### src/design/lfe_pkg.sv
`timescale 1ns / 1ps

package lfe_pkg;

    // buffer sizes
    localparam int RX_DEPTH = 16;
    localparam int TX_DEPTH = 16;

    // derived widths, count width and header length
    localparam int RX_AW  = (RX_DEPTH > 1) ? $clog2(RX_DEPTH) : 1;
    localparam int TX_AW  = (TX_DEPTH > 1) ? $clog2(TX_DEPTH) : 1;
    localparam int CNT_W  = 5;
    localparam int HEADER_BYTES = 2;

    typedef logic [7:0] t_byte;

    // input transaction kinds
    typedef enum logic [2:0] {
        KIND_BREAK    = 3'd0,
        KIND_BUS_BYTE = 3'd1,
        KIND_LOAD_TX  = 3'd2,
        KIND_START_TX = 3'd3,
        KIND_ARM_RX   = 3'd4,
        KIND_READ_RX  = 3'd5,
        KIND_ABORT    = 3'd6
    } t_kind;

    // reported events
    typedef enum logic [2:0] {
        EV_NONE           = 3'd0,
        EV_HEADER         = 3'd1,
        EV_DATA_COMPLETE  = 3'd2,
        EV_TX_DONE        = 3'd3,
        EV_BUS_CONFLICT   = 3'd4,
        EV_BREAK_IN_FRAME = 3'd5
    } t_event;

    // frame engine mode
    typedef enum logic [1:0] {
        MODE_WAIT = 2'd0,
        MODE_RX   = 2'd1,
        MODE_TX   = 2'd2
    } t_mode;

    // one result transaction
    typedef struct packed {
        logic             tx_valid;
        t_byte            tx_byte;
        t_event           event_res;
        t_mode            mode_now;
        logic [CNT_W-1:0] received_count;
        t_byte            read_byte;
    } t_result;

endpackage

### src/design/lfe_in_if.sv
`timescale 1ns / 1ps

interface lfe_in_if;
    logic                     valid;
    logic                     ready;
    logic [2:0]               kind;
    lfe_pkg::t_byte           byte_value;
    logic [3:0]               index;
    logic [lfe_pkg::CNT_W-1:0] count_value;

    modport source (
        output valid, kind, byte_value, index, count_value,
        input  ready
    );

    modport sink (
        input  valid, kind, byte_value, index, count_value,
        output ready
    );
endinterface

### src/design/lfe_out_if.sv
`timescale 1ns / 1ps

interface lfe_out_if;
    logic                      valid;
    logic                      ready;
    logic                      tx_valid;
    lfe_pkg::t_byte            tx_byte;
    logic [2:0]                event_res;
    logic [1:0]                mode_now;
    logic [lfe_pkg::CNT_W-1:0] received_count;
    lfe_pkg::t_byte            read_byte;

    modport source (
        output valid, tx_valid, tx_byte, event_res, mode_now, received_count, read_byte,
        input  ready
    );

    modport sink (
        input  valid, tx_valid, tx_byte, event_res, mode_now, received_count, read_byte,
        output ready
    );
endinterface

### src/design/lin_slave_frame_engine.sv
`timescale 1ns / 1ps

// LIN slave frame engine: every input transaction (break, bus byte, tx load, tx start,
// receive arm, rx read, abort) yields exactly one registered result transaction, and a
// new one can be accepted every cycle while the skid entry is free. The whole update is
// one pass of logic from the accepted input to a result register, followed by a second
// output entry, so input keeps flowing for one more transaction while the result side
// stalls. Both 16-entry byte buffers are flip-flops with a single read address each; the
// transmit side keeps the byte currently on the bus in a register for the echo compare.
// Reading an rx or tx entry that was never written returns an undefined byte.
module lin_slave_frame_engine (
    input  logic        i_clk,
    input  logic        i_rst_n,
    lfe_in_if.sink      i_in,
    lfe_out_if.source   o_out
);

    // state
    lfe_pkg::t_mode                r_mode;
    lfe_pkg::t_mode                n_mode;
    lfe_pkg::t_byte                r_rx_store [lfe_pkg::RX_DEPTH];
    lfe_pkg::t_byte                r_tx_store [lfe_pkg::TX_DEPTH];
    logic [lfe_pkg::CNT_W-1:0]     r_rx_count, n_rx_count;
    logic                          r_rx_open, n_rx_open;
    logic [lfe_pkg::CNT_W-1:0]     r_expected, n_expected;
    logic                          r_armed, n_armed;
    logic [lfe_pkg::TX_AW-1:0]     r_tx_pos, n_tx_pos;
    logic [lfe_pkg::TX_AW-1:0]     r_tx_end, n_tx_end;
    lfe_pkg::t_byte                r_tx_cur, n_tx_cur;

    // output buffer
    lfe_pkg::t_result              r_head, r_skid;
    logic                          r_head_valid, r_skid_valid;
    lfe_pkg::t_result              n_res;

    // store read and write controls
    logic                          rx_we;
    logic                          tx_we;
    logic [lfe_pkg::TX_AW-1:0]     tx_rd_addr;
    lfe_pkg::t_byte                tx_rd_data;
    logic [lfe_pkg::CNT_W-1:0]     rx_count_inc;

    logic in_fire;
    logic out_fire;

    assign in_fire  = i_in.valid && i_in.ready;
    assign out_fire = r_head_valid && o_out.ready;
    assign i_in.ready = !r_skid_valid;

    // tx buffer read port: first byte on start, next byte otherwise
    assign tx_rd_addr = (lfe_pkg::t_kind'(i_in.kind) == lfe_pkg::KIND_START_TX)
                        ? '0 : r_tx_pos + 1'b1;
    assign tx_rd_data = r_tx_store[tx_rd_addr];
    assign rx_count_inc = r_rx_count + 1'b1;

    // next state and result for the accepted transaction
    always_comb begin
        n_mode     = r_mode;
        n_rx_count = r_rx_count;
        n_rx_open  = r_rx_open;
        n_expected = r_expected;
        n_armed    = r_armed;
        n_tx_pos   = r_tx_pos;
        n_tx_end   = r_tx_end;
        n_tx_cur   = r_tx_cur;
        rx_we      = 1'b0;
        tx_we      = 1'b0;
        n_res      = '0;
        n_res.event_res = lfe_pkg::EV_NONE;

        case (lfe_pkg::t_kind'(i_in.kind))
            lfe_pkg::KIND_BREAK: begin
                if (r_mode inside {lfe_pkg::MODE_RX, lfe_pkg::MODE_TX}) begin
                    n_res.event_res = lfe_pkg::EV_BREAK_IN_FRAME;
                end
                n_mode     = lfe_pkg::MODE_RX;
                n_rx_count = '0;
                n_rx_open  = 1'b1;
            end
            lfe_pkg::KIND_BUS_BYTE: begin
                if (r_mode == lfe_pkg::MODE_TX) begin
                    // echo check against the byte on the bus
                    if (r_tx_cur == i_in.byte_value) begin
                        if (r_tx_pos < r_tx_end) begin
                            n_tx_pos       = r_tx_pos + 1'b1;
                            n_tx_cur       = tx_rd_data;
                            n_res.tx_valid = 1'b1;
                            n_res.tx_byte  = tx_rd_data;
                        end else begin
                            n_mode          = lfe_pkg::MODE_WAIT;
                            n_res.event_res = lfe_pkg::EV_TX_DONE;
                        end
                    end else begin
                        n_mode          = lfe_pkg::MODE_WAIT;
                        n_res.event_res = lfe_pkg::EV_BUS_CONFLICT;
                    end
                end else if (r_rx_open && (int'(r_rx_count) < lfe_pkg::RX_DEPTH)) begin
                    // store received byte, drop once full
                    rx_we      = 1'b1;
                    n_rx_count = rx_count_inc;
                    if (int'(rx_count_inc) >= lfe_pkg::RX_DEPTH) begin
                        n_rx_open = 1'b0;
                    end
                    if (int'(rx_count_inc) == lfe_pkg::HEADER_BYTES) begin
                        n_res.event_res = lfe_pkg::EV_HEADER;
                    end else if (r_armed && (rx_count_inc == r_expected)) begin
                        n_armed         = 1'b0;
                        n_mode          = lfe_pkg::MODE_WAIT;
                        n_res.event_res = lfe_pkg::EV_DATA_COMPLETE;
                    end
                end
            end
            lfe_pkg::KIND_LOAD_TX: begin
                if (int'(i_in.index) < lfe_pkg::TX_DEPTH) begin
                    tx_we = 1'b1;
                    // keep the on-bus copy coherent
                    if (i_in.index[lfe_pkg::TX_AW-1:0] == r_tx_pos) begin
                        n_tx_cur = i_in.byte_value;
                    end
                end
            end
            lfe_pkg::KIND_START_TX: begin
                n_tx_pos = '0;
                n_tx_end = (int'(i_in.index) < lfe_pkg::TX_DEPTH)
                           ? i_in.index[lfe_pkg::TX_AW-1:0]
                           : lfe_pkg::TX_AW'(lfe_pkg::TX_DEPTH - 1);
                n_mode         = lfe_pkg::MODE_TX;
                n_tx_cur       = tx_rd_data;
                n_res.tx_valid = 1'b1;
                n_res.tx_byte  = tx_rd_data;
            end
            lfe_pkg::KIND_ARM_RX: begin
                if (i_in.count_value > r_rx_count) begin
                    n_expected = i_in.count_value;
                    n_armed    = 1'b1;
                end
            end
            lfe_pkg::KIND_READ_RX: begin
                if (int'(i_in.index) < lfe_pkg::RX_DEPTH) begin
                    n_res.read_byte = r_rx_store[i_in.index[lfe_pkg::RX_AW-1:0]];
                end
            end
            lfe_pkg::KIND_ABORT: begin
                n_mode  = lfe_pkg::MODE_WAIT;
                n_armed = 1'b0;
            end
            default: begin
            end
        endcase

        n_res.mode_now       = n_mode;
        n_res.received_count = n_rx_count;
    end

    // mode register
    always_ff @(posedge i_clk) begin
        if (!i_rst_n) begin
            r_mode <= lfe_pkg::MODE_WAIT;
        end else if (in_fire) begin
            r_mode <= n_mode;
        end
    end

    // control registers
    always_ff @(posedge i_clk) begin
        if (!i_rst_n) begin
            r_rx_count <= '0;
            r_rx_open  <= 1'b1;
            r_expected <= '0;
            r_armed    <= 1'b0;
            r_tx_pos   <= '0;
            r_tx_end   <= '0;
        end else if (in_fire) begin
            r_rx_count <= n_rx_count;
            r_rx_open  <= n_rx_open;
            r_expected <= n_expected;
            r_armed    <= n_armed;
            r_tx_pos   <= n_tx_pos;
            r_tx_end   <= n_tx_end;
        end
    end

    // byte buffers and on-bus byte
    always_ff @(posedge i_clk) begin
        if (in_fire) begin
            r_tx_cur <= n_tx_cur;
            if (rx_we) begin
                r_rx_store[r_rx_count[lfe_pkg::RX_AW-1:0]] <= i_in.byte_value;
            end
            if (tx_we) begin
                r_tx_store[i_in.index[lfe_pkg::TX_AW-1:0]] <= i_in.byte_value;
            end
        end
    end

    // two-entry result buffer
    always_ff @(posedge i_clk) begin
        if (!i_rst_n) begin
            r_head_valid <= 1'b0;
            r_skid_valid <= 1'b0;
        end else if (out_fire) begin
            if (r_skid_valid) begin
                r_skid_valid <= 1'b0;
            end else if (!in_fire) begin
                r_head_valid <= 1'b0;
            end
        end else if (in_fire) begin
            if (!r_head_valid) begin
                r_head_valid <= 1'b1;
            end else begin
                r_skid_valid <= 1'b1;
            end
        end
    end

    // result payload
    always_ff @(posedge i_clk) begin
        if (out_fire) begin
            if (r_skid_valid) begin
                r_head <= r_skid;
            end else if (in_fire) begin
                r_head <= n_res;
            end
        end else if (in_fire) begin
            if (!r_head_valid) begin
                r_head <= n_res;
            end else begin
                r_skid <= n_res;
            end
        end
    end

    assign o_out.valid          = r_head_valid;
    assign o_out.tx_valid       = r_head.tx_valid;
    assign o_out.tx_byte        = r_head.tx_byte;
    assign o_out.event_res      = r_head.event_res;
    assign o_out.mode_now       = r_head.mode_now;
    assign o_out.received_count = r_head.received_count;
    assign o_out.read_byte      = r_head.read_byte;

    // skid entry only fills behind a held head
    a_skid_behind_head: assert property (@(posedge i_clk) disable iff (!i_rst_n)
        r_skid_valid |-> r_head_valid)
        else $error("skid entry valid without head entry");

    // buffer closes only when full
    a_closed_when_full: assert property (@(posedge i_clk) disable iff (!i_rst_n)
        !r_rx_open |-> (int'(r_rx_count) == lfe_pkg::RX_DEPTH))
        else $error("rx buffer closed before full");

    // a break restarts reception
    a_break_restarts: assert property (@(posedge i_clk) disable iff (!i_rst_n)
        (in_fire && (lfe_pkg::t_kind'(i_in.kind) == lfe_pkg::KIND_BREAK))
        |=> (r_mode == lfe_pkg::MODE_RX) && (r_rx_count == '0) && r_rx_open)
        else $error("break did not restart reception");

    // transmit position never passes the last index
    a_tx_pos_bound: assert property (@(posedge i_clk) disable iff (!i_rst_n)
        (r_mode == lfe_pkg::MODE_TX) |-> (r_tx_pos <= r_tx_end))
        else $error("tx position beyond last index");

endmodule
### src/flat_wrapper.sv
// flat-port wrapper written by rule: the top's interface ports become plain ports
module lin_slave_frame_engine_flat 
  (i_clk, i_rst_n, i_in_valid, i_in_kind, i_in_byte_value, i_in_index, i_in_count_value, i_in_ready, o_out_valid, o_out_tx_valid, o_out_tx_byte, o_out_event_res, o_out_mode_now, o_out_received_count, o_out_read_byte, o_out_ready);
  lfe_in_if i_in_i ();
  lfe_out_if o_out_i ();
  input  logic i_clk;
  input  logic i_rst_n;
  input wire logic [$bits(i_in_i.valid)-1:0] i_in_valid;
  input wire logic [$bits(i_in_i.kind)-1:0] i_in_kind;
  input wire logic [$bits(i_in_i.byte_value)-1:0] i_in_byte_value;
  input wire logic [$bits(i_in_i.index)-1:0] i_in_index;
  input wire logic [$bits(i_in_i.count_value)-1:0] i_in_count_value;
  output wire logic [$bits(i_in_i.ready)-1:0] i_in_ready;
  output wire logic [$bits(o_out_i.valid)-1:0] o_out_valid;
  output wire logic [$bits(o_out_i.tx_valid)-1:0] o_out_tx_valid;
  output wire logic [$bits(o_out_i.tx_byte)-1:0] o_out_tx_byte;
  output wire logic [$bits(o_out_i.event_res)-1:0] o_out_event_res;
  output wire logic [$bits(o_out_i.mode_now)-1:0] o_out_mode_now;
  output wire logic [$bits(o_out_i.received_count)-1:0] o_out_received_count;
  output wire logic [$bits(o_out_i.read_byte)-1:0] o_out_read_byte;
  input wire logic [$bits(o_out_i.ready)-1:0] o_out_ready;
  assign i_in_i.valid = i_in_valid;
  assign i_in_i.kind = i_in_kind;
  assign i_in_i.byte_value = i_in_byte_value;
  assign i_in_i.index = i_in_index;
  assign i_in_i.count_value = i_in_count_value;
  assign i_in_ready = i_in_i.ready;
  assign o_out_valid = o_out_i.valid;
  assign o_out_tx_valid = o_out_i.tx_valid;
  assign o_out_tx_byte = o_out_i.tx_byte;
  assign o_out_event_res = o_out_i.event_res;
  assign o_out_mode_now = o_out_i.mode_now;
  assign o_out_received_count = o_out_i.received_count;
  assign o_out_read_byte = o_out_i.read_byte;
  assign o_out_i.ready = o_out_ready;
  lin_slave_frame_engine u_core (.i_clk(i_clk), .i_rst_n(i_rst_n), .i_in(i_in_i), .o_out(o_out_i));
endmodule
### config.mk
export PLATFORM = sky130hd
export DESIGN_NAME = lin_slave_frame_engine_flat
export DESIGN_NICKNAME = d
export VERILOG_FILES = /design/src/design/lfe_pkg.sv /design/src/design/lfe_in_if.sv /design/src/design/lfe_out_if.sv /design/src/design/lin_slave_frame_engine.sv /design/src/flat_wrapper.sv
export SDC_FILE = /design/constraint.sdc
export NUM_CORES = 1
export LEC_CHECK = 0
export BUFFER_PORTS_ARGS = -buffer_cell sky130_fd_sc_hd__clkbuf_2
export CORE_MARGIN = 8
export CORE_UTILIZATION = 55
export DETAILED_ROUTE_END_ITERATION = 6
export PLACE_DENSITY = 0.72
export SKIP_CTS_REPAIR_TIMING = 1
export SLEW_MARGIN = 20
export SYNTH_ARGS = -nofsm -noshare
export SYNTH_HDL_FRONTEND = slang
export SYNTH_SLANG_ARGS = --single-unit
### constraint.sdc
create_clock -name i_clk -period 7.1 [get_ports i_clk]
set_clock_uncertainty 0.05 [all_clocks]
set_input_delay 1.065 -clock i_clk [delete_from_list [all_inputs] [get_ports i_clk]]
set_output_delay 1.065 -clock i_clk [all_outputs]
set_load 0.01 [all_outputs]
==> flow_summary.json <==
{
  "first_pass_iters": 5,
  "area_delta_synth_final_pct": 11.54,
  "drc": 0,
  "n_antenna_cell": 0,
  "synth_edf_count": 318,
  "dpl.hpwl_mm": 20.00,
  "ir_drop_uv": 275.2,
  "final_cell_mix": "edfxtp_1, nand2_1, nor2_1, clkbuf_2, clkbuf_16",
  "avgRoutedWirePerCell_um": 23.43,
  "hold_violations": 0,
  "cp_max_fo": 18,
  "syn_inst": 931,
  "die-area_mm2": 0.03195,
  "ys_ff_latch": 342,
  "ys_seq_area_frac": 0.6886,
  "routed_wirelength_mm": 31.55,
  "regToRegStartpoint": "u_core.r_tx_pos[0]",
  "period_needed_ns": 3.595,
  "report.final.slew_viol_count": 0,
  "cts_num_sinks": 342,
  "cts_root_buffer": "clkbuf_16",
  "maxCapViolCount": 0,
  "status": "complete, no violations",
  "start_util": 0.5589,
  "rsz0062_at_grt": "no",
  "yosysTopAreaCell": "edfxtp_1",
  "fin_tns_setup_ns": 0,
  "crit_arrival_ns": 3.68,
  "p_per_area_mw_per_mm2": 260.0,
  "io_pins": 53,
  "grt_overflow": 0,
  "start_kind": "primary input",
  "antenna_left": 0,
  "worstSetupPathType": "primary input to flip-flop",
  "viasPerCell": 6.113,
  "cts_buffers": 36,
  "core_region_area_mm2": 0.02606,
  "r2r_end": "u_core.o_out.tx_byte[7]",
  "synth_fp_nets": 969,
  "antenna_found_initial": 0,
  "via_count": 8234,
  "die_w_um": 178.7,
  "max_freq_ghz": 0.2781,
  "fin_crit_sh": 0.5064,
  "grtUsageTotal": 0.2010,
  "yosysWarnings": 0,
  "crit_path_end": "u_core.r_tx_store[0][5]",
  "cts_htree_levels": 2,
  "grt_max_degree": 49,
  "required_ns": 7.18,
  "rows": 59,
  "r2r_slack_ns": 3.66,
  "r2r_cells": 9,
  "final_common_cell": "edfxtp_1",
  "first_global_vias": 8245,
  "grt_pass1_wl_mm": 48.59,
  "synth_top_area_frac": 0.6556,
  "clk_pin_slew_ns": 0.06,
  "synth_area_leaders": "edfxtp_1, mux4_1, dfxtp_1",
  "p_leak_uw": 0.005424,
  "synth-async-reset-ratio": 0,
  "max-slew-margin-rel": 0.2656,
  "synth_flop_cell": "edfxtp_1",
  "drtIter0Drc": 930,
  "fp.dieH_um": 178.7,
  "gp_congestion": 0.9232,
  "nets": 1023,
  "worst_pin_slew_ns": 1.098,
  "min-delay-path-class": "flip-flop to flip-flop",
  "synth.distinct_cells": 63,
  "synth.avg_cell_area_um2": 15.64,
  "crit_start": "i_in_kind[1]",
  "cts_tree": "built",
  "setup_violations": 0,
  "clk_latency_ns": 0.51,
  "synth_area_mm2": 0.01457,
  "drive_gt1_frac": 0.1789,
  "n_fill_cell": 1821,
  "end_kind": "flip-flop",
  "clock_path_buffers": 3,
  "p_total_uw": 4225,
  "io_buffers": 52
}
## synthesized netlist by cell type, types with 3 or more instances
library cell,number
edfxtp_1,318
nand2_1,72
nor2_1,70
clkbuf_1,32
a21oi_1,28
mux4_1,28
nand3_1,28
o21ai_1,27
dfxtp_1,24
mux4_2,21
mux2i_1,20
xnor2_1,20
nor2b_1,18
ha_1,14
inv_1,14
buf_2,13
and3_1,11
a2111oi_0,9
a211oi_1,9
o21ai_0,9
a21boi_0,8
and2_4,8
mux2_4,8
nor3_1,8
o31ai_1,8
a311oi_1,7
a31o_2,7
o311a_1,7
or4_1,7
a21boi_1,6
inv_2,5
nand2b_1,5
nand4_1,5
mux2_2,4
o211a_1,4
o221ai_1,4
or3_1,4
a31oi_1,3
and2_1,3
xor2_1,3
## logic make-up after synthesis
logic type	after synthesis	synth area share
AOI/OAI and AO/OA	150	0.07156
DFF	342	0.6886
adders and majority gates	14	0.01203
xor gates and xnor gates	23	0.01383
muxes	81	0.1081
buffers and inverters	72	0.02294
and+or+nand+nor	249	0.08298
## routing by layer
| layer | wire [um] | track usage | up-vias |
|---|---|---|---|
| li1 | - | - | 3768 |
| met3 | 2586 | 0.04486 | 58 |
| met1 | 13590 | 0.2821 | 4065 |
| met5 | 0 | 0 | - |
| met4 | 824 | 0.06269 | 0 |
| met2 | 14560 | 0.3106 | 343 |
## cell type report
type                       instances  area (um2)  area share
clock inverter                    14       100.1    0.006161
clock buffer                      51        1010     0.06215
sequential                       342       10030      0.6175
multi-input combinational        517        4230      0.2604
inverter                          20       75.07    0.004621
tap                              335       419.2     0.02580
timing repair buffer              68       380.4     0.02341
## through the flow
stage / setup slack, ns / cell area, um2 / cells / hold WS (ns) / utilization
floorplan: 3.689 / 14570 / 931 / 0.4029 / -
global placement: 2.988 / 15110 / 1282 / 0.4180 / 0.5799
detailed placement: 3.017 / 15120 / 1282 / 0.4180 / 0.5801
CTS: 3.573 / 16230 / 1347 / 0.4285 / 0.6227
global route: 3.232 / 16250 / 1347 / 0.4722 / 0.6234
finish: 3.505 / 16250 / 1347 / 0.4259 / 0.6234
## worst max-delay path, cell delays in order
cell and delay [ns]:
clkbuf_2 0.22, nor3b_2 0.83, nand2_1 0.28, or3_1 0.46
nor3_1 0.81
## how the worst min path moves through the flow
stage | to | cells past startpoint | from | slack [ns]
floorplan | u_core.r_tx_end[0] | 2 | u_core.r_tx_end[0] | 0.40
global placement | u_core.r_tx_end[0] | 2 | u_core.r_tx_end[0] | 0.42
detailed placement | u_core.r_tx_end[0] | 2 | u_core.r_tx_end[0] | 0.42
CTS | u_core.r_tx_end[0] | 2 | u_core.r_tx_end[0] | 0.43
global route | u_core.r_tx_end[0] | 2 | u_core.r_tx_end[0] | 0.47
finish | u_core.r_tx_end[0] | 2 | u_core.r_tx_end[0] | 0.43
## power breakdown
part / internal [uW] / switching [uW] / total (uW)
clock network: 1030 / 736 / 1770
registers: 2230 / 14.7 / 2250
logic: 77.6 / 134 / 212
## flip-flops by register name (all words and copies together), names as in the netlist
signal,count
u_core.o_out.tx_byte,8
u_core.o_out.valid,1
u_core.r_skid,27
u_core.r_tx_pos,4
u_core.o_out.event_res,3
u_core.r_tx_store,128
u_core.o_out.mode_now,2
u_core.o_out.tx_valid,1
u_core.r_tx_end,4
u_core.o_out.received_count,5
u_core.r_armed,1
u_core.r_skid_valid,1
u_core.r_rx_count,5
u_core.r_rx_open,1
u_core.o_out.read_byte,8
u_core.r_expected,5
u_core.r_mode,2
u_core.r_tx_cur,8
u_core.r_rx_store,128
Power figures use the tool's default switching activity.
